<file path="src/msgrad_pkg.sv">
`timescale 1ns / 1ps
// ----------------------------------------------------------------------------
// Gradient color package
// Shared widths, codes, types and helpers of the multi-stop color gradient.
// ----------------------------------------------------------------------------
package msgrad_pkg;

   localparam int PHASE_W       = 32;
   localparam int V_W           = PHASE_W + 1;
   localparam int POS_W         = 17;
   localparam int CHAN_W        = 8;
   localparam int COLOR_W       = 3 * CHAN_W;
   localparam int STOP_W        = POS_W + COLOR_W;
   localparam int NUM_W         = POS_W + CHAN_W;
   localparam int NUM_STOP_REGS = 6;
   localparam int CSR_INDEX_W   = 3;
   localparam int COUNT_W       = 3;
   localparam int QUEUE_DEPTH   = 2;

   localparam int DEF_MAX_STOPS = 6;
   localparam int DEF_FRAC_BITS = 16;

   localparam logic [CSR_INDEX_W-1:0] REG_STOP_COUNT = 3'd6;
   localparam logic [CSR_INDEX_W-1:0] REG_MIRROR     = 3'd7;

   localparam logic CMD_DIRECT = 1'b0;
   localparam logic CMD_LOOPED = 1'b1;

   localparam logic [COLOR_W-1:0] COLOR_WHITE = {COLOR_W{1'b1}};

   typedef enum logic [1:0] {
      CH_RED,
      CH_GREEN,
      CH_BLUE
   } msgrad_chan_type;

   typedef enum logic [1:0] {
      KIND_WHITE,
      KIND_FLAT,
      KIND_BLEND
   } msgrad_kind_type;

   typedef enum logic [1:0] {
      BACK_IDLE,
      BACK_MUL,
      BACK_DIV,
      BACK_OUT
   } msgrad_back_state_type;

   typedef struct packed {
      msgrad_kind_type    kind;
      logic [COLOR_W-1:0] c1;
      logic [COLOR_W-1:0] c2;
      logic [POS_W-1:0]   d;
      logic [POS_W-1:0]   t;
   } msgrad_entry_type;

   function automatic logic [CHAN_W-1:0] chan_byte(input logic [COLOR_W-1:0] color,
                                                   input msgrad_chan_type ch);
      logic [CHAN_W-1:0] b;
      case (ch)
         CH_RED:   b = color[3*CHAN_W-1:2*CHAN_W];
         CH_GREEN: b = color[2*CHAN_W-1:CHAN_W];
         CH_BLUE:  b = color[CHAN_W-1:0];
         default:  b = '0;
      endcase
      return b;
   endfunction

endpackage

</file>
<file path="src/msgrad_req_if.sv">
`timescale 1ns / 1ps
// ----------------------------------------------------------------------------
// Gradient request channel
// Valid/ready channel carrying the lookup command and the phase.
// ----------------------------------------------------------------------------
interface msgrad_req_if import msgrad_pkg::*; ();
   logic               valid;
   logic               ready;
   logic               cmd;
   logic [PHASE_W-1:0] phase;

   modport source (output valid, output cmd, output phase, input ready);
   modport sink   (input valid, input cmd, input phase, output ready);
endinterface

</file>
<file path="src/msgrad_rsp_if.sv">
`timescale 1ns / 1ps
// ----------------------------------------------------------------------------
// Gradient response channel
// Valid/ready channel carrying the resulting color.
// ----------------------------------------------------------------------------
interface msgrad_rsp_if import msgrad_pkg::*; ();
   logic              valid;
   logic              ready;
   logic [CHAN_W-1:0] red;
   logic [CHAN_W-1:0] green;
   logic [CHAN_W-1:0] blue;
   logic              no_stops;

   modport source (output valid, output red, output green, output blue, output no_stops,
                   input ready);
   modport sink   (input valid, input red, input green, input blue, input no_stops,
                   output ready);
endinterface

</file>
<file path="src/msgrad_csr_if.sv">
`timescale 1ns / 1ps
// ----------------------------------------------------------------------------
// Gradient configuration channel
// Valid/ready write channel carrying a register index and write data.
// ----------------------------------------------------------------------------
interface msgrad_csr_if import msgrad_pkg::*; ();
   logic                   valid;
   logic                   ready;
   logic [CSR_INDEX_W-1:0] index;
   logic [STOP_W-1:0]      data;

   modport source (output valid, output index, output data, input ready);
   modport sink   (input valid, input index, input data, output ready);
endinterface

</file>
<file path="src/msgrad_front.sv">
`timescale 1ns / 1ps
// ----------------------------------------------------------------------------
// Gradient front end
// Holds the configuration, wraps looped phases and finds the stops around it.
// ----------------------------------------------------------------------------
module msgrad_front import msgrad_pkg::*; #(
   parameter int MAX_STOPS = DEF_MAX_STOPS,
   parameter int FRAC_BITS = DEF_FRAC_BITS
) (
   input  logic             clock,
   input  logic             reset,
   msgrad_req_if.sink       req_bus,
   msgrad_csr_if.sink       csr_bus,
   output logic             push_valid,
   input  logic             push_ready,
   output msgrad_entry_type push_entry
);

   localparam logic [PHASE_W-1:0] FRAC_MASK = PHASE_W'((64'd1 << FRAC_BITS) - 64'd1);
   localparam logic [V_W-1:0]     ONE_V     = V_W'(64'd1 << FRAC_BITS);
   localparam logic [V_W-1:0]     TWO_V     = V_W'(64'd2 << FRAC_BITS);

   logic [STOP_W-1:0]   stop_ff [MAX_STOPS];
   logic [COUNT_W-1:0]  count_ff;
   logic                mirror_ff;
   logic                a_valid_ff, a_valid_in;
   logic signed [V_W-1:0] a_v_ff, a_v_in;
   logic                accept;
   logic [V_W-1:0]      wrapped, doubled, folded;
   logic signed [V_W-1:0] v_new;

   assign csr_bus.ready = 1'b1;
   assign req_bus.ready = !a_valid_ff || push_ready;
   assign accept        = req_bus.valid && req_bus.ready;

   always_ff @(posedge clock) begin
      if (reset) begin
         for (int i = 0; i < MAX_STOPS; i++) begin
            stop_ff[i] <= '0;
         end
         count_ff  <= '0;
         mirror_ff <= 1'b0;
      end else if (csr_bus.valid) begin
         for (int i = 0; i < MAX_STOPS; i++) begin
            if (csr_bus.index == CSR_INDEX_W'(i)) begin
               stop_ff[i] <= csr_bus.data;
            end
         end
         if (csr_bus.index == REG_STOP_COUNT) begin
            count_ff <= csr_bus.data[COUNT_W-1:0];
         end
         if (csr_bus.index == REG_MIRROR) begin
            mirror_ff <= csr_bus.data[0];
         end
      end
   end

   always_comb begin
      wrapped = {1'b0, req_bus.phase & FRAC_MASK};
      doubled = wrapped << 1;
      if (mirror_ff) begin
         folded = (doubled > ONE_V) ? (TWO_V - doubled) : doubled;
      end else begin
         folded = wrapped;
      end
      if (req_bus.cmd == CMD_LOOPED) begin
         v_new = $signed(folded);
      end else begin
         v_new = $signed({req_bus.phase[PHASE_W-1], req_bus.phase});
      end
      a_valid_in = a_valid_ff;
      a_v_in     = a_v_ff;
      if (req_bus.ready) begin
         a_valid_in = req_bus.valid;
      end
      if (accept) begin
         a_v_in = v_new;
      end
   end

   always_ff @(posedge clock) begin
      if (reset) begin
         a_valid_ff <= 1'b0;
      end else begin
         a_valid_ff <= a_valid_in;
      end
      a_v_ff <= a_v_in;
   end

   always_comb begin
      logic [COUNT_W-1:0]  n;
      logic                active;
      logic [POS_W-1:0]    pos;
      logic [COLOR_W-1:0]  col;
      logic signed [V_W-1:0] pos_s;
      logic                min_found, max_found, lo_found, hi_found;
      logic [POS_W-1:0]    min_pos, max_pos, lo_pos, hi_pos;
      logic [COLOR_W-1:0]  min_col, max_col, lo_col, hi_col;
      n = (count_ff > COUNT_W'(MAX_STOPS)) ? COUNT_W'(MAX_STOPS) : count_ff;
      min_found = 1'b0;
      max_found = 1'b0;
      lo_found  = 1'b0;
      hi_found  = 1'b0;
      min_pos = '0;
      max_pos = '0;
      lo_pos  = '0;
      hi_pos  = '0;
      min_col = '0;
      max_col = '0;
      lo_col  = '0;
      hi_col  = '0;
      for (int i = 0; i < MAX_STOPS; i++) begin
         active = COUNT_W'(i) < n;
         pos    = stop_ff[i][STOP_W-1 -: POS_W];
         col    = stop_ff[i][COLOR_W-1:0];
         pos_s  = $signed({{(V_W-POS_W){1'b0}}, pos});
         if (active && (!min_found || pos < min_pos)) begin
            min_found = 1'b1;
            min_pos   = pos;
            min_col   = col;
         end
         if (active && (!max_found || pos >= max_pos)) begin
            max_found = 1'b1;
            max_pos   = pos;
            max_col   = col;
         end
         if (active && pos_s < a_v_ff && (!lo_found || pos >= lo_pos)) begin
            lo_found = 1'b1;
            lo_pos   = pos;
            lo_col   = col;
         end
         if (active && pos_s >= a_v_ff && (!hi_found || pos < hi_pos)) begin
            hi_found = 1'b1;
            hi_pos   = pos;
            hi_col   = col;
         end
      end
      push_entry.c2 = hi_col;
      push_entry.d  = hi_pos - lo_pos;
      push_entry.t  = a_v_ff[POS_W-1:0] - lo_pos;
      if (n == '0) begin
         push_entry.kind = KIND_WHITE;
         push_entry.c1   = COLOR_WHITE;
      end else if (a_v_ff <= $signed({{(V_W-POS_W){1'b0}}, min_pos})) begin
         push_entry.kind = KIND_FLAT;
         push_entry.c1   = min_col;
      end else if (a_v_ff >= $signed({{(V_W-POS_W){1'b0}}, max_pos})) begin
         push_entry.kind = KIND_FLAT;
         push_entry.c1   = max_col;
      end else begin
         push_entry.kind = KIND_BLEND;
         push_entry.c1   = lo_col;
      end
   end

   assign push_valid = a_valid_ff;

endmodule

</file>
<file path="src/msgrad_queue.sv">
`timescale 1ns / 1ps
// ----------------------------------------------------------------------------
// Gradient work queue
// Short first-in first-out buffer between the front end and the back end.
// ----------------------------------------------------------------------------
module msgrad_queue import msgrad_pkg::*; (
   input  logic             clock,
   input  logic             reset,
   input  logic             push_valid,
   output logic             push_ready,
   input  msgrad_entry_type push_entry,
   output logic             pop_valid,
   input  logic             pop,
   output msgrad_entry_type pop_entry
);

   localparam int PTR_W = (QUEUE_DEPTH > 1) ? $clog2(QUEUE_DEPTH) : 1;
   localparam int CNT_W = $clog2(QUEUE_DEPTH + 1);

   msgrad_entry_type mem_ff [QUEUE_DEPTH];
   logic [PTR_W-1:0] wr_ptr_ff, wr_ptr_in, rd_ptr_ff, rd_ptr_in;
   logic [CNT_W-1:0] count_ff, count_in;
   logic             do_push, do_pop;

   assign push_ready = count_ff != CNT_W'(QUEUE_DEPTH);
   assign pop_valid  = count_ff != '0;
   assign do_push    = push_valid && push_ready;
   assign do_pop     = pop && pop_valid;
   assign pop_entry  = mem_ff[rd_ptr_ff];

   always_comb begin
      wr_ptr_in = wr_ptr_ff;
      rd_ptr_in = rd_ptr_ff;
      count_in  = count_ff;
      if (do_push) begin
         wr_ptr_in = (wr_ptr_ff == PTR_W'(QUEUE_DEPTH - 1)) ? '0 : wr_ptr_ff + 1'b1;
      end
      if (do_pop) begin
         rd_ptr_in = (rd_ptr_ff == PTR_W'(QUEUE_DEPTH - 1)) ? '0 : rd_ptr_ff + 1'b1;
      end
      if (do_push && !do_pop) begin
         count_in = count_ff + 1'b1;
      end else if (do_pop && !do_push) begin
         count_in = count_ff - 1'b1;
      end
   end

   always_ff @(posedge clock) begin
      if (reset) begin
         wr_ptr_ff <= '0;
         rd_ptr_ff <= '0;
         count_ff  <= '0;
      end else begin
         wr_ptr_ff <= wr_ptr_in;
         rd_ptr_ff <= rd_ptr_in;
         count_ff  <= count_in;
      end
   end

   always_ff @(posedge clock) begin
      if (do_push) begin
         mem_ff[wr_ptr_ff] <= push_entry;
      end
   end

endmodule

</file>
<file path="src/msgrad_back.sv">
`timescale 1ns / 1ps
// ----------------------------------------------------------------------------
// Gradient back end
// Blends the two stop colors per channel with one shared restoring divider.
// ----------------------------------------------------------------------------
module msgrad_back import msgrad_pkg::*; (
   input  logic             clock,
   input  logic             reset,
   input  logic             pop_valid,
   output logic             pop,
   input  msgrad_entry_type pop_entry,
   msgrad_rsp_if.source     rsp_bus
);

   localparam int K_W = $clog2(CHAN_W);

   msgrad_back_state_type state_ff, state_in;
   msgrad_entry_type      cur_ff, cur_in;
   msgrad_chan_type       ch_ff, ch_in;
   logic [K_W-1:0]        k_ff, k_in;
   logic [NUM_W-1:0]      rem_ff, rem_in;
   logic [CHAN_W-1:0]     quo_ff, quo_in;
   logic [COLOR_W-1:0]    res_ff, res_in;
   logic                  white_ff, white_in;
   logic                  rsp_valid_ff, rsp_valid_in;
   logic [COLOR_W-1:0]    rsp_color_ff, rsp_color_in;
   logic                  rsp_white_ff, rsp_white_in;
   logic [NUM_W-1:0]      prod_lo, prod_hi, shifted;
   logic [CHAN_W-1:0]     quo_next;
   logic                  fits;

   assign prod_lo = NUM_W'(chan_byte(cur_ff.c1, ch_ff)) * NUM_W'(cur_ff.d - cur_ff.t);
   assign prod_hi = NUM_W'(chan_byte(cur_ff.c2, ch_ff)) * NUM_W'(cur_ff.t);
   assign shifted = NUM_W'(cur_ff.d) << k_ff;
   assign fits    = rem_ff >= shifted;
   assign quo_next = {quo_ff[CHAN_W-2:0], fits};

   always_comb begin
      state_in     = state_ff;
      cur_in       = cur_ff;
      ch_in        = ch_ff;
      k_in         = k_ff;
      rem_in       = rem_ff;
      quo_in       = quo_ff;
      res_in       = res_ff;
      white_in     = white_ff;
      rsp_valid_in = rsp_valid_ff;
      rsp_color_in = rsp_color_ff;
      rsp_white_in = rsp_white_ff;
      pop          = 1'b0;
      if (rsp_bus.ready) begin
         rsp_valid_in = 1'b0;
      end
      case (state_ff)
         BACK_IDLE: begin
            if (pop_valid) begin
               pop      = 1'b1;
               cur_in   = pop_entry;
               ch_in    = CH_RED;
               res_in   = pop_entry.c1;
               white_in = pop_entry.kind == KIND_WHITE;
               state_in = (pop_entry.kind == KIND_BLEND) ? BACK_MUL : BACK_OUT;
            end
         end
         BACK_MUL: begin
            rem_in   = prod_lo + prod_hi;
            quo_in   = '0;
            k_in     = K_W'(CHAN_W - 1);
            state_in = BACK_DIV;
         end
         BACK_DIV: begin
            if (fits) begin
               rem_in = rem_ff - shifted;
            end
            quo_in = quo_next;
            if (k_ff == '0) begin
               case (ch_ff)
                  CH_RED:   res_in[3*CHAN_W-1:2*CHAN_W] = quo_next;
                  CH_GREEN: res_in[2*CHAN_W-1:CHAN_W]   = quo_next;
                  CH_BLUE:  res_in[CHAN_W-1:0]          = quo_next;
                  default:  res_in = res_ff;
               endcase
               case (ch_ff)
                  CH_RED: begin
                     ch_in    = CH_GREEN;
                     state_in = BACK_MUL;
                  end
                  CH_GREEN: begin
                     ch_in    = CH_BLUE;
                     state_in = BACK_MUL;
                  end
                  default: begin
                     state_in = BACK_OUT;
                  end
               endcase
            end else begin
               k_in = k_ff - 1'b1;
            end
         end
         BACK_OUT: begin
            if (!rsp_valid_ff || rsp_bus.ready) begin
               rsp_valid_in = 1'b1;
               rsp_color_in = res_ff;
               rsp_white_in = white_ff;
               state_in     = BACK_IDLE;
            end
         end
         default: begin
            state_in = BACK_IDLE;
         end
      endcase
   end

   always_ff @(posedge clock) begin
      if (reset) begin
         state_ff     <= BACK_IDLE;
         rsp_valid_ff <= 1'b0;
      end else begin
         state_ff     <= state_in;
         rsp_valid_ff <= rsp_valid_in;
      end
      cur_ff       <= cur_in;
      ch_ff        <= ch_in;
      k_ff         <= k_in;
      rem_ff       <= rem_in;
      quo_ff       <= quo_in;
      res_ff       <= res_in;
      white_ff     <= white_in;
      rsp_color_ff <= rsp_color_in;
      rsp_white_ff <= rsp_white_in;
   end

   assign rsp_bus.valid    = rsp_valid_ff;
   assign rsp_bus.red      = rsp_color_ff[3*CHAN_W-1:2*CHAN_W];
   assign rsp_bus.green    = rsp_color_ff[2*CHAN_W-1:CHAN_W];
   assign rsp_bus.blue     = rsp_color_ff[CHAN_W-1:0];
   assign rsp_bus.no_stops = rsp_white_ff;

endmodule

</file>
<file path="src/multi_stop_color_gradient.sv">
`timescale 1ns / 1ps
// A lookup between two stops takes one multiply and eight divide steps per
// channel through the single shared divider; a clamped or empty lookup skips them.
// The back end works on one lookup at a time; new requests queue up meanwhile
// until the queue is full.
// Synchronous active-high reset clears the configuration and all valid flags and empties the queue.
// ----------------------------------------------------------------------------
// Multi-stop color gradient
// Maps a fixed-point phase to an RGB color through configured gradient stops.
// ----------------------------------------------------------------------------
module multi_stop_color_gradient import msgrad_pkg::*; #(
   parameter int MAX_STOPS = DEF_MAX_STOPS,
   parameter int FRAC_BITS = DEF_FRAC_BITS
) (
   input  logic         clock,
   input  logic         reset,
   msgrad_req_if.sink   req_bus,
   msgrad_rsp_if.source rsp_bus,
   msgrad_csr_if.sink   csr_bus
);

   logic             push_valid, push_ready, pop_valid, pop;
   msgrad_entry_type push_entry, pop_entry;

   msgrad_front #(
      .MAX_STOPS (MAX_STOPS),
      .FRAC_BITS (FRAC_BITS)
   ) u_front (
      .clock      (clock),
      .reset      (reset),
      .req_bus    (req_bus),
      .csr_bus    (csr_bus),
      .push_valid (push_valid),
      .push_ready (push_ready),
      .push_entry (push_entry)
   );

   msgrad_queue u_queue (
      .clock      (clock),
      .reset      (reset),
      .push_valid (push_valid),
      .push_ready (push_ready),
      .push_entry (push_entry),
      .pop_valid  (pop_valid),
      .pop        (pop),
      .pop_entry  (pop_entry)
   );

   msgrad_back u_back (
      .clock     (clock),
      .reset     (reset),
      .pop_valid (pop_valid),
      .pop       (pop),
      .pop_entry (pop_entry),
      .rsp_bus   (rsp_bus)
   );

endmodule

</file>
<file path="src/flat_wrapper.sv">
// flat-port wrapper written by rule: the top's interface ports become plain ports
module multi_stop_color_gradient_flat import msgrad_pkg::*;
#(
   parameter int MAX_STOPS = DEF_MAX_STOPS,
   parameter int FRAC_BITS = DEF_FRAC_BITS
)
  (clock, reset, req_bus_valid, req_bus_cmd, req_bus_phase, req_bus_ready, rsp_bus_valid, rsp_bus_red, rsp_bus_green, rsp_bus_blue, rsp_bus_no_stops, rsp_bus_ready, csr_bus_valid, csr_bus_index, csr_bus_data, csr_bus_ready);
  msgrad_req_if req_bus_i ();
  msgrad_rsp_if rsp_bus_i ();
  msgrad_csr_if csr_bus_i ();
  input  logic clock;
  input  logic reset;
  input wire logic [$bits(req_bus_i.valid)-1:0] req_bus_valid;
  input wire logic [$bits(req_bus_i.cmd)-1:0] req_bus_cmd;
  input wire logic [$bits(req_bus_i.phase)-1:0] req_bus_phase;
  output wire logic [$bits(req_bus_i.ready)-1:0] req_bus_ready;
  output wire logic [$bits(rsp_bus_i.valid)-1:0] rsp_bus_valid;
  output wire logic [$bits(rsp_bus_i.red)-1:0] rsp_bus_red;
  output wire logic [$bits(rsp_bus_i.green)-1:0] rsp_bus_green;
  output wire logic [$bits(rsp_bus_i.blue)-1:0] rsp_bus_blue;
  output wire logic [$bits(rsp_bus_i.no_stops)-1:0] rsp_bus_no_stops;
  input wire logic [$bits(rsp_bus_i.ready)-1:0] rsp_bus_ready;
  input wire logic [$bits(csr_bus_i.valid)-1:0] csr_bus_valid;
  input wire logic [$bits(csr_bus_i.index)-1:0] csr_bus_index;
  input wire logic [$bits(csr_bus_i.data)-1:0] csr_bus_data;
  output wire logic [$bits(csr_bus_i.ready)-1:0] csr_bus_ready;
  assign req_bus_i.valid = req_bus_valid;
  assign req_bus_i.cmd = req_bus_cmd;
  assign req_bus_i.phase = req_bus_phase;
  assign req_bus_ready = req_bus_i.ready;
  assign rsp_bus_valid = rsp_bus_i.valid;
  assign rsp_bus_red = rsp_bus_i.red;
  assign rsp_bus_green = rsp_bus_i.green;
  assign rsp_bus_blue = rsp_bus_i.blue;
  assign rsp_bus_no_stops = rsp_bus_i.no_stops;
  assign rsp_bus_i.ready = rsp_bus_ready;
  assign csr_bus_i.valid = csr_bus_valid;
  assign csr_bus_i.index = csr_bus_index;
  assign csr_bus_i.data = csr_bus_data;
  assign csr_bus_ready = csr_bus_i.ready;
  multi_stop_color_gradient #(.MAX_STOPS(MAX_STOPS), .FRAC_BITS(FRAC_BITS)) u_core (.clock(clock), .reset(reset), .req_bus(req_bus_i), .rsp_bus(rsp_bus_i), .csr_bus(csr_bus_i));
endmodule
</file>
<file path="config.mk">
export PLATFORM = sky130hd
export DESIGN_NAME = multi_stop_color_gradient_flat
export DESIGN_NICKNAME = d
export VERILOG_FILES = /design/src/msgrad_pkg.sv /design/src/msgrad_req_if.sv /design/src/msgrad_rsp_if.sv /design/src/msgrad_csr_if.sv /design/src/msgrad_front.sv /design/src/msgrad_queue.sv /design/src/msgrad_back.sv /design/src/multi_stop_color_gradient.sv /design/src/flat_wrapper.sv
export SDC_FILE = /design/constraint.sdc
export NUM_CORES = 2
export LEC_CHECK = 0
export ABC_AREA = 1
export BUFFER_PORTS_ARGS = -buffer_cell sky130_fd_sc_hd__buf_2
export CORE_ASPECT_RATIO = 0.8
export CORE_MARGIN = 2
export CORE_UTILIZATION = 50
export CTS_CLUSTER_DIAMETER = 60
export CTS_CLUSTER_SIZE = 24
export DETAILED_ROUTE_END_ITERATION = 10
export PLACE_DENSITY = 0.66
export SLEW_MARGIN = 20
export SYNTH_ARGS = -nofsm -noshare
export SYNTH_HDL_FRONTEND = slang
export SYNTH_SLANG_ARGS = --single-unit
</file>
<file path="constraint.sdc">
create_clock -name clock -period 36.3 [get_ports clock]
set_input_delay 3.63 -clock clock [delete_from_list [all_inputs] [get_ports clock]]
set_output_delay 3.63 -clock clock [all_outputs]
set_load 0.02 [all_outputs]
</file>
Yosys cells after proc, flatten, opt, wreduce, memory -nomap -nowiden
Memory sizes are Yosys's and may differ from the RTL's. A register that Yosys moved wholly into a read port is not among the register bits.
Cells that the tools add are included.
Word-level totals
  bits in writable memories: 414
  bits of input ports: 82
  output and inout port bits: 28
  memories: 2
  register bits: 214
Memory list
  u_core.u_front.stop_ff: depth 6, width 41, read ports 6, clocked after memory_dff 0, write ports 6, RTL line msgrad_front.sv:23  | logic [STOP_W-1:0] stop_ff [MAX_STOPS];
  u_core.u_queue.mem_ff: depth 2, width 84, read ports 1, clocked after memory_dff 1, write ports 1, RTL line msgrad_queue.sv:20  | msgrad_entry_type mem_ff [QUEUE_DEPTH];
Operators by class
  reductions and logical operators: 104
  magnitude comparators: 43
  eq/ne operators: 23
  multiplexer cells: 140
  bitwise operators: 6
  $add $sub $neg: 11
  $mul: 2
  shifts and indexed selects: 1
Operators with widths (count)
  $mux 24: 25
  $mux 17: 23
  $mux 41: 6
  $ge 18x33->1: 6
  $lt 18x33->1: 6
  $ge 17x17->1: 10
  $lt 17x17->1: 10
  $mux 33: 3
  $mux 26: 3
  $mux 1: 56
  $pmux 25 s2: 1
  $pmux 24 s2: 1
  $pmux 8 s3: 2
  $logic_and 1x1->1: 37
  $sub 17x17->17: 2
  $ge 33x18->1: 1
  $le 33x18->1: 1
  $add 25x25->25: 1
  $ge 25x25->1: 1
  $mul 8x17->25: 1
  $mul 8x25->25: 1
  $mux 25: 1
  $shl 17x3->25: 1
  $sub 25x25->25: 1
  36 further kinds: 130

Longest topological paths before layout
  depth after elaboration: 28
  gate-level depth with buffers: 109

Modules after synthesis
From an unflattened synthesis, not the netlist that was laid out.
Unflattened totals
  cells, all modules: 7036
  area, all modules: 57281.2 sq um
By module, submodules not included
  msgrad_front: cells each 4458, times used 1, area an instance 31699.2 sq um
  msgrad_back: cells each 2280, times used 1, area an instance 19038.3 sq um
  msgrad_queue: cells each 298, times used 1, area an instance 6543.8 sq um

Worst setup path before layout
No wires, ideal clock.
  kind: reg2reg
  from: register u_core.u_front.a_v_ff[16]
  to: memory u_core.u_queue.mem_ff[0][32] (netlist name) (data pin)
  stages on the path, launching flop included: 103
  path slack: 21.334 ns
  arrival time: 14.709 ns
  setup time: 0.257 ns
  data required time: 36.043 ns
  cell sequence: edfxtp_1 inv_1 ha_1 a21o_1 nor2_1 nand2_1 nor2_1 nand2_1 nand2_1 nand3_1 inv_2 clkbuf_1 nand2_1 ha_1 a21oi_1 nor2_1 nor2_1 o211ai_1 [67 not listed] a21boi_0 o311ai_0 nand4_1 nand3_1 clkbuf_1 clkbuf_1 clkbuf_1 nand2_1 o21ai_0 ha_1 a21oi_1 inv_1 a31oi_1 nor2_1 a2111oi_0 nand2_1 nand2_1 nand2_1
RTL lines
  start: declaration: RTL line msgrad_front.sv:27  | logic signed [V_W-1:0] a_v_ff, a_v_in;
  start signal: assignment: RTL line msgrad_front.sv:87  | a_v_ff <= a_v_in;
  end: declaration: RTL line msgrad_queue.sv:20

==> impl_metrics.yaml <==
run:
  drv_cap: 0
worst_setup_path:
  path_class: "reg2reg"
  r2r-start: "u_core.u_front.count_ff[2]"
  critPathArrivalTime_ps: 18750
  slowest_delay_ps: 730
  crit_fanout: 76
  r2r_slack_ps: 17980
  crit_slowest_cell: "inv_2"
  cp_common_cell: "nand2_1"
  cp.required_ps: 36720
  cp-start-kind: "flip-flop"
  endpoint_kind: "flip-flop"
  ff2ff_path_depth: 85
  r2r_end: "u_core.u_queue.mem_ff[0][32]"
min_path:
  holdPathStages: 1
  min_path_type: "reg2reg"
  min-delay-start: "u_core.u_queue.rd_ptr_ff"
synth:
  synthCells: 6799
  syn-mean-instance-area_sq_um: 8.08
  netlist_area_sq_um: 54900
  synth-seq-area-share: 0.341
  yosys.cell_types.count: 62
  syn_nets: 7718
  synth_top_flop_cell: "edfxtp_1"
  synthArstFlopShare: 0
  yosysWarnings: 0
  synth_edf_count: 615
  synth_seq_cells: 628
floorplan:
  fp.dieW_um: 375
  initial_core_util: 0.506
  die_y_um: 300
  design.portCount: 110
  dieArea_sq_um: 113000
  core_sq_um: 109000
  placementRows: 108
timing:
  rsz0062_at_grt: "false"
  worstMarginPinSlew_ps: 1300
  max_slew_margin: 0.124
  period_share: 0.505
  setup_viol: 0
  hold_viol: 0
  final.setup.tns_ps: 0
  timing.fmax_ghz: 0.0546
  drv_slew: 0
  fin_worst_skew_ps: 70.8
  fin_crit_ps: 18320
finish:
  drive_above_1_share: 0.0533
  fillCellCount: 10100
  nets: 7669
  syn2layout_area_growth_pct: 7.10
clock_tree:
  cts_buffers: 56
  cts_num_sinks: 628
  postCtsHoldBufs: 0
  path_clk_slew_ps: 90
  htreeDepth: 2
  clockRootBuffer: "clkbuf_16"
  cts_resized: 0
  postCtsSetupBuffers: 0
  clk_path_buf_depth: 3
  insertion_delay_ps: 720
  cts_tree: "yes"
drt:
  drt_first_pass_iters: 6
  post-route-drc-count: 0
  drtIter0Drc: 5673
  routed_via_density: 5.95
  drt-total-wl_um: 196000
  num_vias: 49000
  wl_per_cell_um: 23.9
  drtAntennaViolNets: 0
grt:
  grt_pass1_vias: 46600
  grt.overflow.total: 0
  grt_max_degree: 83
  grt.total_usage: 0.348
  antenna_found_initial: 9
  grt_first_pass_wirelength_um: 294000
place:
  gp_congestion: 0.992
  dp_hpwl_um: 146000
  io_buffers: 108
status:
  status: "completed"
-- stage by stage --
| step | setup slack [ps] | instance area, sq um | util | cells | hold slack, ps |
|---|---|---|---|---|---|
| after detailed placement | 18630 | 56900 | 0.523 | 8121 | 405 |
| after CTS | 18520 | 58800 | 0.541 | 8223 | 425 |
| after global placement | 18850 | 56900 | 0.523 | 8121 | 403 |
| after global routing | 16520 | 58800 | 0.542 | 8224 | 429 |
| after floorplan | 21330 | 54900 | - | 6799 | 400 |
| final | 17980 | 58800 | 0.542 | 8226 | 421 |
-- cells in the mapped netlist, types with 10 or more instances --
cell      count  area, sq um
buf_2        17         85.1
dfxtp_1      13          260
inv_1       840         3150
a211oi_1     23          173
a31oi_1      21          131
a21oi_1     404         2020
xor2_1       45          394
clkbuf_1    244          916
o21ai_0     747         3740
buf_1        27          101
edfxtp_1    615        18500
ha_1        593         7420
nand2_2      10         62.6
nand3b_1     12         90.1
nor2_1      494         1850
nor3_1       44          220
nor4_1       17          106
a221oi_1     11         96.3
o221ai_1     29          254
or2_2        16          100
a21o_1       20          150
nand4_1      50          313
o211ai_1    182         1370
fa_1        244         4880
xnor2_1      19          166
nand3_1     191          956
o21ai_1      11         55.1
nand2_1    1752         6580
o21a_1       11         82.6
-- worst max path at each step --
stage / startpoint / endpoint / slack [ps]
floorplan: u_core.u_front.a_v_ff[16] / u_core.u_queue.mem_ff[0][32] / 21330
global placement: u_core.u_front.count_ff[2] / u_core.u_queue.mem_ff[0][32] / 18850
detailed placement: u_core.u_front.count_ff[2] / u_core.u_queue.mem_ff[0][16] / 18630
CTS: u_core.u_front.count_ff[2] / u_core.u_queue.mem_ff[0][16] / 18520
global route: u_core.u_front.count_ff[2] / u_core.u_queue.mem_ff[0][16] / 16520
finish: u_core.u_front.count_ff[2] / u_core.u_queue.mem_ff[0][32] / 17980
-- metal layers --
| metal | share of wire | track usage | wire length [um] | vias to the layer above |
|---|---|---|---|---|
| li1 | - | - | - | 22800 |
| met4 | 0.033 | 0.107 | 6440 | 8 |
| met3 | 0.11 | 0.0730 | 21800 | 357 |
| met5 | 0.00047 | 0 | 93 | - |
| met1 | 0.45 | 0.519 | 88000 | 23300 |
| met2 | 0.41 | 0.506 | 80200 | 2491 |
-- placed cells by master, fill, tap and decap left out, types with 7 or more instances in the layout --
| master | count |
|---|---|
| nand4_1 | 50 |
| nor2_1 | 491 |
| dfxtp_1 | 12 |
| fa_1 | 244 |
| a31oi_1 | 21 |
| a211oi_1 | 22 |
| xnor2_1 | 19 |
| o21a_1 | 11 |
| o21ai_0 | 745 |
| edfxtp_1 | 615 |
| nand2_1 | 1739 |
| a2111oi_0 | 7 |
| ha_1 | 592 |
| nor4_1 | 17 |
| nand2_4 | 8 |
| o31ai_1 | 9 |
| nand3_1 | 183 |
| nand3_2 | 8 |
| a221oi_1 | 11 |
| inv_2 | 10 |
| inv_1 | 839 |
| clkinv_8 | 7 |
| clkbuf_16 | 56 |
| xor2_1 | 45 |
| o21ai_1 | 11 |
| nand3b_1 | 12 |
| clkinv_1 | 8 |
| inv_8 | 9 |
| o221ai_1 | 29 |
| or2_2 | 16 |
| a21oi_1 | 402 |
| buf_2 | 108 |
| nand2_2 | 21 |
| buf_4 | 74 |
| a21o_1 | 20 |
| nor3_1 | 44 |
| o211ai_1 | 182 |
| inv_12 | 7 |
-- critical path: cells and delay by family, from the launching register on --
kind | cells | cell delay (ps)
flip-flops | 1 | 510
AND/OR/NAND/NOR | 34 | 4030
buffers and inverters | 11 | 4580
adder cells (fa/ha/maj) | 6 | 2050
AO/OA/AOI/OAI | 34 | 6700
-- flip-flops by register name, indices dropped and copies added (netlist names), 2 cells and up, named ones only --
register,cells
u_core.u_back.rem_ff,25
u_core.u_back.res_ff,24
u_core.u_front.stop_ff,246
u_core.u_back.ch_ff,2
u_core.u_queue.count_ff,2
u_core.u_front.count_ff,3
u_core.u_back.state_ff,2
u_core.u_queue.mem_ff,168
u_core.u_back.cur_ff,82
u_core.u_back.k_ff,3
u_core.u_front.a_v_ff,32
u_core.u_back.rsp_color_ff,24
u_core.u_back.quo_ff,7
-- cell type report --
class | count | area, sq um | share of cell area
inverter | 856 | 3220 | 0.0547
clock inverter | 42 | 538 | 0.00914
timing repair buffer | 183 | 1120 | 0.0190
antenna | 2 | 5.00 | 0.0000851
sequential | 628 | 18700 | 0.318
multi-input combinational | 5025 | 32000 | 0.544
tap | 1430 | 1790 | 0.0304
clock buffer | 60 | 1420 | 0.0241
-- cell families (layout without fill, tap and decap cells) --
logic type | Yosys count | in the layout | share of synthesized area
AO/OA/AOI/OAI | 1507 | 1507 | 0.154
flip-flops | 628 | 628 | 0.341
other | 1 | 3 | 0.0000683
multiplexers | 4 | 4 | 0.000729
AND/OR/NAND/NOR | 2612 | 2612 | 0.191
buffers and inverters | 1146 | 1141 | 0.0789
XOR/XNOR | 64 | 64 | 0.0102
adder cells (fa/ha/maj) | 837 | 837 | 0.224
Power is not shown: default switching activity piles up to over one toggle a cycle in this logic, so the estimate is an artifact.
